`config.mk`:
```
export PLATFORM = sky130hd
export DESIGN_NAME = ring_fifo_overwrite
export DESIGN_NICKNAME = d
export VERILOG_FILES = /design/src/rtl/rfo_pkg.sv /design/src/rtl/rfo_cell.sv /design/src/rtl/ring_fifo_overwrite.sv
export SDC_FILE = /design/constraint.sdc
export NUM_CORES = 1
export LEC_CHECK = 0
export ABC_AREA = 1
export BUFFER_PORTS_ARGS = -buffer_cell sky130_fd_sc_hd__clkbuf_2
export CORE_UTILIZATION = 40
export CTS_BUF_LIST = sky130_fd_sc_hd__clkbuf_2 sky130_fd_sc_hd__clkbuf_4 sky130_fd_sc_hd__clkbuf_8
export DETAILED_ROUTE_END_ITERATION = 12
export PLACE_DENSITY = 0.51
export SETUP_SLACK_MARGIN = 0.02
export SLEW_MARGIN = 20
export SYNTH_ARGS = -nofsm -noshare
export SYNTH_HDL_FRONTEND = slang
export SYNTH_SLANG_ARGS = --single-unit
```
`constraint.sdc`:
```
create_clock -name i_clk -period 6.6 [get_ports i_clk]
set_input_delay 0.99 -clock i_clk [delete_from_list [all_inputs] [get_ports i_clk]]
set_output_delay 0.99 -clock i_clk [all_outputs]
set_load 0.02 [all_outputs]
```
`src/rtl/rfo_pkg.sv`:
```
// Shared types and constants for the ring FIFO with overwrite.
package rfo_pkg;

    localparam int DEPTH      = 16;
    localparam int WORD_WIDTH = 32;
    localparam int CNT_W      = $clog2(DEPTH + 1);
    localparam int CFG_IDX_W  = 1;
    localparam int CFG_DATA_W = 5;

    // Request kinds.
    localparam logic MODE_PUT = 1'b0;
    localparam logic MODE_GET = 1'b1;

    // Result status codes.
    localparam logic [1:0] ST_DONE  = 2'd0;
    localparam logic [1:0] ST_FULL  = 2'd1;
    localparam logic [1:0] ST_EMPTY = 2'd2;

    // Configuration register indexes.
    localparam logic [CFG_IDX_W-1:0] CFG_CAPACITY  = 1'b0;
    localparam logic [CFG_IDX_W-1:0] CFG_OVERWRITE = 1'b1;

    typedef struct packed {
        logic                  mode;
        logic [WORD_WIDTH-1:0] put_word;
    } t_item;

    typedef struct packed {
        logic [1:0]            status;
        logic [WORD_WIDTH-1:0] read_word;
        logic                  dropped;
        logic [CNT_W-1:0]      fill_count;
        logic                  is_full;
        logic                  is_empty;
    } t_result;

    // Per-cell controls driven by the queue controller.
    typedef struct packed {
        logic shift;
        logic load;
    } t_cell_ctl;

endpackage

```
`src/rtl/rfo_cell.sv`:
```
// One storage cell of the shifting queue.
module rfo_cell
    import rfo_pkg::*;
(
    input  logic                  i_clk,
    input  t_cell_ctl             i_ctl,
    input  logic [WORD_WIDTH-1:0] i_put_word,
    input  logic [WORD_WIDTH-1:0] i_next_word,
    output logic [WORD_WIDTH-1:0] o_word
);

    logic [WORD_WIDTH-1:0] r_word;
    logic [WORD_WIDTH-1:0] n_word;

    // Load wins over shift: the tail cell takes the new word while the rest move down.
    always_comb begin
        if (i_ctl.load) begin
            n_word = i_put_word;
        end else if (i_ctl.shift) begin
            n_word = i_next_word;
        end else begin
            n_word = r_word;
        end
    end

    always_ff @(posedge i_clk) begin
        r_word <= n_word;
    end

    assign o_word = r_word;

endmodule

```
`src/rtl/ring_fifo_overwrite.sv`:
```
// Top level of the ring FIFO with overwrite: controller and cell chain.
//
// Usage:
//   Request channel: drive i_item (mode, put_word) and raise i_start. A beat is
//   taken at every rising edge with i_start high and o_busy low. o_busy is never
//   raised, so one put or get is taken every cycle.
//   Result channel: exactly one result per request, on o_result with o_valid high
//   for one cycle, in the cycle after the request beat. The receiver cannot stall;
//   sample o_result whenever o_valid is high.
//   Config channel: i_cfg_valid/o_cfg_ready with i_cfg_index and i_cfg_data.
//   Index 0 sets the capacity in use (0 acts as 1, above DEPTH acts as DEPTH)
//   and empties the queue; index 1 sets overwrite mode. Write only while idle.
// Structure:
//   The words sit in a row of cells with the oldest word at cell 0. A get reads
//   cell 0 and every cell takes its upper neighbor's word; a put loads the cell
//   at the fill count. A put into a full queue in overwrite mode shifts and loads
//   the top used cell in the same cycle, dropping the oldest word.
// Reset:
//   Synchronous, active low. The queue empties, capacity returns to DEPTH and
//   overwrite mode turns off. Cell contents are not cleared.
module ring_fifo_overwrite
    import rfo_pkg::*;
(
    input  logic                  i_clk,
    input  logic                  i_rst_n,
    input  logic                  i_start,
    output logic                  o_busy,
    input  t_item                 i_item,
    output logic                  o_valid,
    output t_result               o_result,
    input  logic                  i_cfg_valid,
    output logic                  o_cfg_ready,
    input  logic [CFG_IDX_W-1:0]  i_cfg_index,
    input  logic [CFG_DATA_W-1:0] i_cfg_data
);

    logic [CFG_DATA_W-1:0] r_capacity;
    logic                  r_overwrite;
    logic [CNT_W-1:0]      r_count;
    logic [CNT_W-1:0]      n_count;
    logic                  r_valid;
    t_result               r_result;
    t_result               n_result;

    logic [CNT_W-1:0]      cap_eff;
    logic                  accept;
    logic                  cfg_we;
    logic                  full;
    logic                  do_shift;
    logic                  do_load;
    logic [CNT_W-1:0]      load_idx;

    t_cell_ctl             cell_ctl [DEPTH];
    logic [WORD_WIDTH-1:0] cell_word [DEPTH];
    logic [WORD_WIDTH-1:0] next_word [DEPTH];

    assign o_busy      = 1'b0;
    assign o_cfg_ready = 1'b1;
    assign accept      = i_start && !o_busy;
    assign cfg_we      = i_cfg_valid && o_cfg_ready;

    // Clamp the programmed capacity into 1..DEPTH.
    always_comb begin
        if (r_capacity == '0) begin
            cap_eff = CNT_W'(1);
        end else if (CNT_W'(r_capacity) > CNT_W'(DEPTH)) begin
            cap_eff = CNT_W'(DEPTH);
        end else begin
            cap_eff = CNT_W'(r_capacity);
        end
    end

    assign full = (r_count >= cap_eff);

    // Decide the request outcome and the chain controls.
    always_comb begin
        do_shift            = 1'b0;
        do_load             = 1'b0;
        load_idx            = r_count;
        n_count             = r_count;
        n_result.status     = ST_DONE;
        n_result.read_word  = '0;
        n_result.dropped    = 1'b0;
        if (i_item.mode == MODE_PUT) begin
            if (full && r_overwrite) begin
                // Drop the oldest word, store the new one at the top used cell.
                do_shift         = 1'b1;
                do_load          = 1'b1;
                load_idx         = r_count - CNT_W'(1);
                n_result.dropped = 1'b1;
            end else if (full) begin
                n_result.status = ST_FULL;
            end else begin
                do_load = 1'b1;
                n_count = r_count + CNT_W'(1);
            end
        end else begin
            if (r_count == '0) begin
                n_result.status = ST_EMPTY;
            end else begin
                do_shift           = 1'b1;
                n_result.read_word = cell_word[0];
                n_count            = r_count - CNT_W'(1);
            end
        end
        n_result.fill_count = n_count;
        n_result.is_full    = (n_count == cap_eff);
        n_result.is_empty   = (n_count == '0);
    end

    // Row of cells; each takes its upper neighbor's word on a shift.
    for (genvar g = 0; g < DEPTH; g++) begin : g_cell
        if (g == DEPTH - 1) begin : g_top
            assign next_word[g] = '0;
        end else begin : g_mid
            assign next_word[g] = cell_word[g + 1];
        end

        assign cell_ctl[g].shift = accept && do_shift;
        assign cell_ctl[g].load  = accept && do_load && (load_idx == CNT_W'(g));

        rfo_cell u_cell (
            .i_clk       (i_clk),
            .i_ctl       (cell_ctl[g]),
            .i_put_word  (i_item.put_word),
            .i_next_word (next_word[g]),
            .o_word      (cell_word[g])
        );
    end

    // Control state: capacity, overwrite mode, fill count, result strobe.
    always_ff @(posedge i_clk) begin
        if (!i_rst_n) begin
            r_capacity  <= CFG_DATA_W'(DEPTH);
            r_overwrite <= 1'b0;
            r_count     <= '0;
            r_valid     <= 1'b0;
        end else begin
            r_valid <= accept;
            if (accept) begin
                r_count <= n_count;
            end
            if (cfg_we) begin
                case (i_cfg_index)
                    CFG_CAPACITY: begin
                        r_capacity <= i_cfg_data;
                        r_count    <= '0;
                    end
                    CFG_OVERWRITE: begin
                        r_overwrite <= i_cfg_data[0];
                    end
                    default: begin
                    end
                endcase
            end
        end
    end

    // Result payload: hold until the next request.
    always_ff @(posedge i_clk) begin
        if (accept) begin
            r_result <= n_result;
        end
    end

    assign o_valid  = r_valid;
    assign o_result = r_result;

    // The fill count never passes the capacity in use.
    a_count_bound: assert property (@(posedge i_clk) disable iff (!i_rst_n)
        r_count <= cap_eff)
        else $error("fill count above capacity");

    // Every request beat yields a result strobe in the next cycle.
    a_one_result: assert property (@(posedge i_clk) disable iff (!i_rst_n)
        accept |=> o_valid)
        else $error("request without result");

    // No strobe without a request.
    a_no_spurious: assert property (@(posedge i_clk) disable iff (!i_rst_n)
        !accept |=> !o_valid)
        else $error("result without request");

    // A drop only happens on a put into a full queue, which stays full.
    a_drop_full: assert property (@(posedge i_clk) disable iff (!i_rst_n)
        (o_valid && o_result.dropped) |->
            (o_result.status == ST_DONE && o_result.is_full))
        else $error("drop reported on a non-full queue");

    // An empty get reports an empty queue and a zero word.
    a_empty_get: assert property (@(posedge i_clk) disable iff (!i_rst_n)
        (o_valid && o_result.status == ST_EMPTY) |->
            (o_result.is_empty && o_result.read_word == '0))
        else $error("empty status with data");

endmodule

```
==> results of run 1 <==
[flip-flops by register name, summed over array words and instances, names as in the netlist]
signal and count:
o_result 42, g_cell.u_cell.o_word 512, r_overwrite 1, r_count 5, r_capacity 5, o_valid 1
[power by group through the flow]
stage	registers, W	logic (W)	clock network, W
after floorplan	0.00443	0.000576	0
after global placement	0.00441	0.000819	0
after detailed placement	0.00441	0.000829	0
after CTS	0.00434	0.000831	0.00317
after global routing	0.00436	0.000933	0.00331
final	0.00434	0.000822	0.00306
[layer usage]
layer | track usage | vias to the layer above | routed length (µm)
met4 | 0.0494 | 0 | 1220
li1 | - | 8921 | -
met1 | 0.218 | 8249 | 25100
met2 | 0.274 | 323 | 25300
met5 | 0 | - | 0
met3 | 0.0312 | 102 | 2100
[layout make-up]
class	instances	area, µm²	area share
Multi-Input combinational cell	1699	7570	0.265
Antenna cell	1	2.50	0.0000875
Tap cell	846	1060	0.0370
Sequential cell	566	16900	0.590
Clock inverter	43	220	0.00770
Inverter	103	389	0.0136
Timing Repair Buffer	137	828	0.0290
Clock buffer	137	1660	0.0580
[cells in the final DEF (no fill, tap or decap), drive strengths merged]
master	n
clkbuf	222
a21boi	1
nor3	1
nand3	283
buf	52
diode	1
nand4	228
nand2	1051
conb	2
bufinv	1
clkinv	38
xor2	3
clkinvlp	4
nor2	91
ha	8
edfxtp	554
xnor2	1
a21oi	12
inv	103
dfxtp	12
a22oi	1
o211ai	1
o21ai	16
[worst min-delay path by stage]
stage | start | end | slack, ns
6_report | r_capacity[2] | r_capacity[2] | 0.48
5_1_grt | r_capacity[0] | r_capacity[0] | 0.50
4_1_cts | r_capacity[0] | r_capacity[0] | 0.48
3_5_place_dp | r_capacity[0] | r_capacity[0] | 0.48
3_3_place_gp | r_capacity[0] | r_capacity[0] | 0.48
2_1_floorplan | r_capacity[0] | r_capacity[0] | 0.44
[logic make-up after synthesis]
group           count (synthesis)
simple gates                 1654
flops                         566
fa+ha+maj                       8
compound gates                 31
xor+xnor                        4
other cells                     2
buf+inv                       354
[worst max-delay path: cells and delay by family (launching register included)]
| family | cells | cell delay (ns) |
|---|---|---|
| simple gates | 10 | 1.38 |
| buf+inv | 5 | 1.48 |
| compound gates | 2 | 1.01 |
| flops | 1 | 0.31 |
| fa+ha+maj | 1 | 0.31 |
[metrics by stage]
| step | instance area [µm²] | utilization | hold slack [ns] | total power, W |
|---|---|---|---|---|
| floorplan | 25900 | - | 0.444 | 0.00501 |
| global placement | 26700 | 0.421 | 0.475 | 0.00523 |
| detailed placement | 26700 | 0.421 | 0.476 | 0.00524 |
| CTS | 28600 | 0.450 | 0.483 | 0.00834 |
| global route | 28600 | 0.450 | 0.501 | 0.00861 |
| finish | 28600 | 0.450 | 0.484 | 0.00822 |
==> metrics.txt, run 1 <==
CTS Buf Count=approximately 100; crit path launch=r_capacity[0]; vias=between 15,000 and 20,000; DR iter-0 viols=between 900 and 1,000; Die H=about 260 µm; # placed instances=roughly 3,400; number of synthesized flops with an enable pin=between 500 and 600; Distinct cells, synth=29; max cap viols=0; largest net degree at the start of global routing=between 100 and 150; die area=between 0.06 and 0.07 mm²; final worst path period need=~5 ns; Routed WL per cell=between 15 and 20 µm; Final GP Congestion=0.804; Pint=0.00611 W; Most Frequent Cell on Critical Path=nand2_1; Switching Fraction=0.256; Synth top cells by count=nand2_1, edfxtp_1, nand3_1, nand4_1, clkbuf_1; logic gate share of total power=0.100; clk_lat worst skew=~0.67 ns; Area contributors post-synth=edfxtp_1, nand2_1, nand4_1, nand3_1, clkbuf_1; worst setup skew after layout=approximately 0.025 ns; Mean Syn Cell Area=around 9.9 µm²; Slew Limit Fails=0; Top-Level Pins=roughly 90; Yosys top cell area share=0.641; vias per cell=approximately 5; YS warnings=0; DP Worst Slack=about 1.7 ns; ys async rst share=0; crit-path cells=nor2_1 -> nand3_1 -> a21boi_0 -> inv_1 -> ha_1 -> nand2_1 -> nor2_1 -> nand2_1 -> nand3_2 -> nand3_2 -> o21ai_4 -> inv_4 -> nor2_4 -> buf_4 -> nand2_1 -> buf_4 -> nand2_1 -> buf_4; WP data required=between 6 and 7 ns; largest family of logic cells by synthesized area=simple AND/OR/NAND/NOR gates; H-tree depth=3; cell accounting for the most synthesized area=edfxtp_1; Worst-Margin Slew=around 1.1 ns; cell count after synthesis=around 2,600; hold-fix buffers at CTS=0; Slew HR=0.272; crit path kind=reg2reg; Max Clk Rate=~200 MHz; PD cells=287 mW/mm²; Hold Path Stages=2; CP endpoint=g_cell[4].u_cell.o_word[16]; Critical Path Start Type=flip-flop; CTS tree=built; Hold Path Class=reg2reg; # rows=92; clk root buf=clkbuf_8; Clock transition at path regs=0.05 ns; drt first pass iters=6; Syn Nets=about 2,700; FF-to-FF path depth=18; initial antenna violation count=0; DRT antenna net count=0; crit end category=flip-flop; IR drop worst, VDD=between 0.15 and 0.2 mV; setup ws final=between 1.5 and 2 ns; setup tns final=0 ns; part of the power in registers=0.527; post-route clock period utilization=0.743; synthesized flop and latch total=about 570; CP peak stage delay=about 0.74 ns; initial core utilization=0.408; r2r setup slk=roughly 1.7 ns; post-synthesis mux area share=0; Die X=257 µm; Synth Area in Adders=0.00386; CP max stage cell=o21ai_4; reg2reg start=r_capacity[0]; dpl hpwl=between 30 and 40 mm; FILL cells=6,017; clock network fraction of design power=0.373; worst r2r dst=g_cell[4].u_cell.o_word[16]; Switch Pwr=about 0.0021 W; total global routing overflow=0; Post-CTS Repair Setup Buffers=0; global-route wire length before repair=89.3 mm; IO Port Bufs=85; WL final=between 50 and 60 mm; GRT Overall Usage=0.165; synthesized cell area=~0.026 mm²; Pleak=12.0 nW; CTS Sinks=about 570; deepest clock path buffer count=3; compound-cell area share of the yosys netlist=0.00685; Main synth FF type=edfxtp_1; Synth Area in Simple Gates=0.277; Final setup viols=0; vias in the first global route=17,246; Synth Area in XOR/XNOR=0.00135; part of the Yosys area used for sequential elements=0.651; Final nets=2,657; area delta synth->final=10.3%; status=complete, no violations; Residual DRC=0; RSZ-0062 raised after global routing=no; CTS resizes=0; most frequent cell after synthesis=nand2_1; maximum fanout along the worst path=48; Final Hold Fails=0; CP arrival=between 5 and 6 ns; fraction of layout cells with a size suffix above 1=0.116; non-filler instance count after layout=~3,500; Core ar.=~0.064 mm²
(Power assumes the default switching activity.)
==> run 2, diff against run 1 <==
ABC_AREA = 0   (was 1)
PLACE_DENSITY = 0.52   (was 0.51)
clock period = 4.8 ns   (was 6.6 ns; I/O delays follow)
==> run 2 against run 1 <==
Effect of this change: non-clock buffer count fell by 6; maximum frequency is 20% higher; sequential share of layout area grew 2.5 points; clock skew decreased by 0.013 ns; worst hold slack lost 0.17 ns; global-route usage fell by 3.0 points; clock power increased by 32%; cell count fell by 33%; register-to-register slack got worse by 0.99 ns; via count down 33%; critical path depth fell by 7.
==> metrics.txt, run 2 <==
status=complete, no violations (unchanged); reg2reg start=r_count[0] (was r_capacity[0]); Final GP Congestion=0.860 (was 0.804); H-tree depth=3 (unchanged); Main synth FF type=edfxtp_1 (unchanged); Final setup viols=0 (unchanged); Slew HR=0.427 (was 0.272); Final nets=1,576 (was 2,657); largest net degree at the start of global routing=51 (was 107); vias in the first global route=12,442 (was 17,246); Synth top cells by count=edfxtp_1, mux2_2, clkbuf_1, mux2_1, and2_1 (was nand2_1, edfxtp_1, nand3_1, nand4_1, clkbuf_1); part of the power in registers=0.547 (was 0.527); dpl hpwl=27.2 mm (was 34.1 mm); CP arrival=4.46 ns (was 5.23 ns); die area=0.0620 mm² (was 0.0659 mm²); r2r setup slk=0.70 ns (was 1.70 ns); logic gate share of total power=0.082 (was 0.100); Worst-Margin Slew=0.857 ns (was 1.09 ns); cell family with most CP delay=simple AND/OR/NAND/NOR gates (was buffers and inverters); Switching Fraction=0.228 (was 0.256); Core ar.=0.0604 mm² (was 0.0635 mm²); Die H=249 µm (was 257 µm); most frequent cell after synthesis=edfxtp_1 (was nand2_1); Hold Path Class=in2reg (was reg2reg); hold-fix buffers at CTS=0 (unchanged); deepest clock path buffer count=3 (unchanged); Post-CTS Repair Setup Buffers=0 (unchanged); crit path kind=reg2reg (unchanged); Syn Nets=1,456 (was 2,670); max cap viols=0 (unchanged); clock network fraction of design power=0.371 (was 0.373); WP data required=5.16 ns (was 6.93 ns); CTS tree=built (unchanged); most common cell after layout, fill and taps aside=edfxtp_1 (was nand2_1); final worst path period need=4.10 ns (was 4.90 ns); crit-path cells=inv_1 -> ha_1 -> nor2b_1 -> o21ai_0 -> a21oi_4 -> inv_2 -> or4_1 -> a21boi_2 -> and2_2 -> nand2b_2 -> buf_12 (was nor2_1 -> nand3_1 -> a21boi_0 -> inv_1 -> ha_1 -> nand2_1 -> nor2_1 -> nand2_1 -> nand3_2 -> nand3_2 -> o21ai_4 -> inv_4 -> nor2_4 -> buf_4 -> nand2_1 -> buf_4 -> nand2_1 -> buf_4); Design Power=0.0109 W (was 0.00822 W); Top-Level Pins=88 (unchanged); Min Hold Slack=0.318 ns (was 0.484 ns); synthesized cell area=0.0244 mm² (was 0.0259 mm²); Distinct cells, synth=51 (was 29); # rows=90 (was 92); cell count after synthesis=1,405 (was 2,619); DRT antenna net count=0 (unchanged); Pint=0.00840 W (was 0.00611 W); CP Buf/Inv Count=3 (was 5); YS warnings=0 (unchanged); PD cells=397 mW/mm² (was 287 mW/mm²); Critical Path Start Type=flip-flop (unchanged); Routed WL per cell=17.4 µm (was 15.2 µm); IR drop worst, VDD=0.182 mV (was 0.169 mV); DP Worst Slack=0.723 ns (was 1.71 ns); fraction of layout cells with a size suffix above 1=0.445 (was 0.116); Slew Limit Fails=0 (unchanged); Max Clk Rate=244 MHz (was 204 MHz); part of the Yosys area used for sequential elements=0.691 (was 0.651); CP max stage cell=dfxtp_1 (was o21ai_4); vias=11,774 (was 17,595); Residual DRC=0 (unchanged); setup ws final=0.704 ns (was 1.70 ns); Hold Path End=r_capacity[4] (was r_capacity[2]); Hold Path Stages=3 (was 2); worst r2r dst=g_cell[11].u_cell.o_word[10] (was g_cell[4].u_cell.o_word[16]); ys async rst share=0 (unchanged); Area contributors post-synth=edfxtp_1, mux2_2, mux2_1, and2_1, dfxtp_1 (was edfxtp_1, nand2_1, nand4_1, nand3_1, clkbuf_1); setup tns final=0 ns (unchanged); CP peak stage delay=0.54 ns (was 0.74 ns); initial antenna violation count=1 (was 0); most frequent cells in the layout=edfxtp_1, mux2_2, clkbuf_8 (was nand2_1, edfxtp_1, nand3_1); post-route clock period utilization=0.853 (was 0.743); number of synthesized flops with an enable pin=554 (unchanged); DR iter-0 viols=566 (was 920); crit end category=flip-flop (unchanged); Final Hold Fails=0 (unchanged); CTS Buf Count=96 (was 99); Switch Pwr=0.00248 W (was 0.00211 W); initial core utilization=0.404 (was 0.408); Die X=249 µm (was 257 µm); Pleak=9.47 nW (was 12.0 nW); global-route wire length before repair=67.5 mm (was 89.3 mm); CTS resizes=0 (unchanged); FF-to-FF path depth=11 (was 18); CTS Sinks=566 (unchanged); drt first pass iters=4 (was 6); maximum fanout along the worst path=17 (was 48); Mean Syn Cell Area=17.4 µm² (was 9.90 µm²); worst setup skew after layout=0.0124 ns (was 0.0251 ns); RSZ-0062 raised after global routing=no (unchanged); IO Port Bufs=85 (unchanged); max reg flops=512 (unchanged); synthesized flop and latch total=566 (unchanged); clk root buf=clkbuf_8 (unchanged); clk_lat worst skew=0.65 ns (was 0.67 ns); area delta synth->final=12.3% (was 10.3%); Clock transition at path regs=0.06 ns (was 0.05 ns); vias per cell=4.94 (was 4.98); WL final=41.4 mm (was 53.7 mm); Yosys top cell area share=0.682 (was 0.641); total global routing overflow=0 (unchanged); GRT Overall Usage=0.135 (was 0.165); cell accounting for the most synthesized area=edfxtp_1 (unchanged); hold path start=i_cfg_data[4] (was r_capacity[2])
## run 2: final cells by class
cell class / instances / area (µm²)
Clock inverter: 37 / 158
Sequential cell: 566 / 16900
Clock buffer: 134 / 1630
Inverter: 10 / 37.5
Multi-Input combinational cell: 720 / 6940
Antenna cell: 1 / 2.50
Timing Repair Buffer: 131 / 796
Fill cell: 5228 / 32900
Tap cell: 782 / 978
## run 2: metal layers
metal  global-route usage  vias to the layer above  routed length (µm)
li1                     -                     5634                   -
met1                0.168                     5834               18600
met2                0.225                      221               19900
met3               0.0282                       85                1690
met4               0.0610                        0                1170
met5                    0                        -                   0
## run 2: kinds of logic (layout without fill, tap and decap cells)
| group | Yosys count | after routing | synth area share |
|---|---|---|---|
| buffers and inverters | 119 | 312 | 0.0254 |
| muxes | 487 | 487 | 0.224 |
| xor gates and xnor gates | 8 | 8 | 0.00287 |
| DFF | 566 | 566 | 0.691 |
| other | 2 | 3 | 0.000308 |
| AOI/OAI and AO/OA | 38 | 38 | 0.0114 |
| and+or+nand+nor | 177 | 177 | 0.0402 |
| adders and majority gates | 8 | 8 | 0.00410 |
## run 2: per-stage QoR
step | util | area, µm² | std cells
detailed placement | 0.425 | 25600 | 2209
global route | 0.454 | 27400 | 2381
CTS | 0.454 | 27400 | 2380
finish | 0.454 | 27400 | 2381
floorplan | - | 24400 | 1405
global placement | 0.425 | 25600 | 2209
## run 2: power groups by stage
stage / logic (W) / clock network, W / registers [W]
2_1_floorplan: 0.000577 / 0 / 0.00609
3_3_place_gp: 0.000890 / 0 / 0.00605
3_5_place_dp: 0.000899 / 0 / 0.00606
4_1_cts: 0.000907 / 0.00421 / 0.00596
5_1_grt: 0.000981 / 0.00442 / 0.00599
6_report: 0.000889 / 0.00404 / 0.00596
## run 2: worst register-to-register path, stage by stage, from the launching register on
cell	delay [ns]
dfxtp_1	0.54
inv_1	0.22
ha_1	0.34
nor2b_1	0.14
o21ai_0	0.20
a21oi_4	0.30
inv_2	0.14
or4_1	0.45
a21boi_2	0.37
and2_2	0.44
nand2b_2	0.46
buf_12	0.21
## run 2: worst max path at each step
stage	startpoint	to	slack, ns	depth (start not counted)
finish	r_count[0]	g_cell[11].u_cell.o_word[10]	0.70	11
detailed placement	r_count[0]	g_cell[11].u_cell.o_word[6]	0.72	11
floorplan	r_capacity[2]	g_cell[11].u_cell.o_word[0]	0.96	14
CTS	r_count[0]	g_cell[11].u_cell.o_word[16]	0.72	11
global route	r_count[0]	g_cell[3].u_cell.o_word[13]	0.43	12
global placement	r_count[0]	g_cell[11].u_cell.o_word[7]	0.78	11
==> run 3, diff against run 2 <==
clock period = 4.76 ns   (was 4.8 ns; I/O delays follow)
==> run 3 against run 2 <==
Effect of this change: count of clock-buffer cells in the layout is 7 lower; global-route usage is 0.060 points higher; non-clock buffer count is 3 lower; clock skew is 0.0084 ns higher; sequential power is 0.8% higher; worst setup slack worse by 0.14 ns; cell area hardly changed; routed wire length is 0.30% lower; clock power hardly changed; combinational power is 1% higher; worst hold slack worse by 0.015 ns; critical path type unchanged; largest power group unchanged.
==> metrics.txt, run 3 (synthesis results as in run 2) <==
most frequent cells in the layout=edfxtp_1, mux2_2, clkbuf_8 (unchanged); CTS resizes=0 (unchanged); Clock transition at path regs=0.06 ns (about the same); Final setup viols=0 (unchanged); vias in the first global route=12,378 (was 12,442); deepest clock path buffer count=3 (unchanged); Die X=249 µm (unchanged); # rows=90 (unchanged); initial core utilization=0.404 (unchanged); initial antenna violation count=1 (unchanged); most common cell after layout, fill and taps aside=edfxtp_1 (unchanged); Area after DPL=0.0256 mm² (about the same); Hold Path Stages=3 (unchanged); vias per cell=4.90 (was 4.94); FF-to-FF path depth=11 (unchanged); final instance area=0.0274 mm² (about the same); crit end category=flip-flop (unchanged); status=complete, no violations (unchanged); PD cells=399 mW/mm² (was 397 mW/mm²); setup tns final=0 ns (unchanged); Slew Limit Fails=0 (unchanged); WP data required=5.06 ns (was 5.16 ns); GRT Overall Usage=0.135 (about the same); Core ar.=0.0604 mm² (unchanged); post-route clock period utilization=0.882 (was 0.853); fraction of layout cells with a size suffix above 1=0.443 (was 0.445); total global routing overflow=0 (unchanged); H-tree depth=3 (unchanged); Pleak=9.46 nW (was 9.47 nW); drt first pass iters=5 (was 4); Hold Path End=r_capacity[4] (unchanged); WL final=41.2 mm (was 41.4 mm); Critical Path Start Type=flip-flop (unchanged); global-route wire length before repair=67.5 mm (about the same); largest net degree at the start of global routing=51 (unchanged); Final nets=1,572 (was 1,576); Worst-Margin Slew=0.692 ns (was 0.857 ns); Hold Path Class=in2reg (unchanged); DRT antenna net count=0 (unchanged); Die H=249 µm (unchanged); FILL cells=5,170 (was 5,228); Residual DRC=0 (unchanged); reg2reg start=r_count[0] (unchanged); final worst path period need=4.20 ns (was 4.10 ns); DR iter-0 viols=649 (was 566); CTS Buf Count=95 (was 96); RSZ-0062 raised after global routing=no (unchanged); worst setup skew after layout=0.0208 ns (was 0.0124 ns); Post-CTS Repair Setup Buffers=0 (unchanged); dpl hpwl=27.4 mm (was 27.2 mm); IO Port Bufs=85 (unchanged); r2r setup slk=0.56 ns (was 0.70 ns); area delta synth->final=12.3% (about the same); Routed WL per cell=17.3 µm (was 17.4 µm); die area=0.0620 mm² (unchanged); Top-Level Pins=88 (unchanged); clk_lat worst skew=0.66 ns (was 0.65 ns); IR drop worst, VDD=0.156 mV (was 0.182 mV); crit path kind=reg2reg (unchanged); max cap viols=0 (unchanged); clk root buf=clkbuf_8 (unchanged); worst r2r dst=g_cell[5].u_cell.o_word[12] (was g_cell[11].u_cell.o_word[10]); maximum fanout along the worst path=32 (was 17); CP arrival=4.50 ns (was 4.46 ns); max reg flops=512 (unchanged); hold-fix buffers at CTS=0 (unchanged); vias=11,683 (was 11,774); hold path start=i_cfg_data[4] (unchanged); Final GP Congestion=0.804 (was 0.860); Slew HR=0.538 (was 0.427); Max Clk Rate=238 MHz (was 244 MHz); Final Hold Fails=0 (unchanged); CTS Sinks=566 (unchanged); CTS tree=built (unchanged)
-- run 3: per-layer routing --
| metal | GRT usage | up-vias | part of all wire |
|---|---|---|---|
| li1 | - | 5653 | - |
| met1 | 0.171 | 5733 | 0.45 |
| met2 | 0.226 | 229 | 0.48 |
| met3 | 0.0298 | 68 | 0.045 |
| met4 | 0.0545 | 0 | 0.022 |
| met5 | 0 | - | 0 |
-- run 3: report_power, final --
group,total [W],switching [W],internal (W)
registers,0.00601,0.0000805,0.00593
logic,0.000899,0.000550,0.000349
clock network,0.00403,0.00190,0.00213
-- run 3: area by class of cell --
class / instances / area [µm²] / area share
Clock buffer: 127 / 1560 / 0.0569
Inverter: 10 / 37.5 / 0.00137
Sequential cell: 566 / 16900 / 0.615
Multi-Input combinational cell: 720 / 6940 / 0.253
Timing Repair Buffer: 128 / 798 / 0.0291
Tap cell: 782 / 978 / 0.0357
Clock inverter: 49 / 225 / 0.00821
Antenna cell: 1 / 2.50 / 0.0000913
-- run 3: critical path, stage by stage, from the launching register on --
cell	delay, ns
dfxtp_1	0.57
inv_1	0.24
ha_1	0.41
nor3b_1	0.22
xnor2_1	0.49
nand3_1	0.14
mux2i_1	0.47
and2_1	0.34
and2_1	0.19
buf_4	0.26
nand2b_2	0.16
buf_4	0.36
-- run 3: worst max-delay path by stage --
stage               depth (start not counted)          start  slack, ns                          end
floorplan                                  14  r_capacity[2]       0.92  g_cell[11].u_cell.o_word[0]
global placement                           11     r_count[0]       0.74   g_cell[5].u_cell.o_word[9]
detailed placement                         11     r_count[0]       0.66   g_cell[5].u_cell.o_word[8]
CTS                                        11     r_count[0]       0.65  g_cell[5].u_cell.o_word[12]
global route                               11     r_count[0]       0.31  g_cell[5].u_cell.o_word[12]
finish                                     11     r_count[0]       0.56  g_cell[5].u_cell.o_word[12]
-- run 3: stage by stage --
step                instances   util  power (W)  hold WS [ns]  setup WS (ns)
CTS                      2382  0.454     0.0111         0.235          0.647
floorplan                1405      -    0.00672         0.471          0.919
detailed placement       2206  0.425    0.00702         0.503          0.664
global route             2383  0.454     0.0114         0.272          0.308
global placement         2206  0.425    0.00700         0.501          0.740
finish                   2383  0.454     0.0109         0.303          0.559
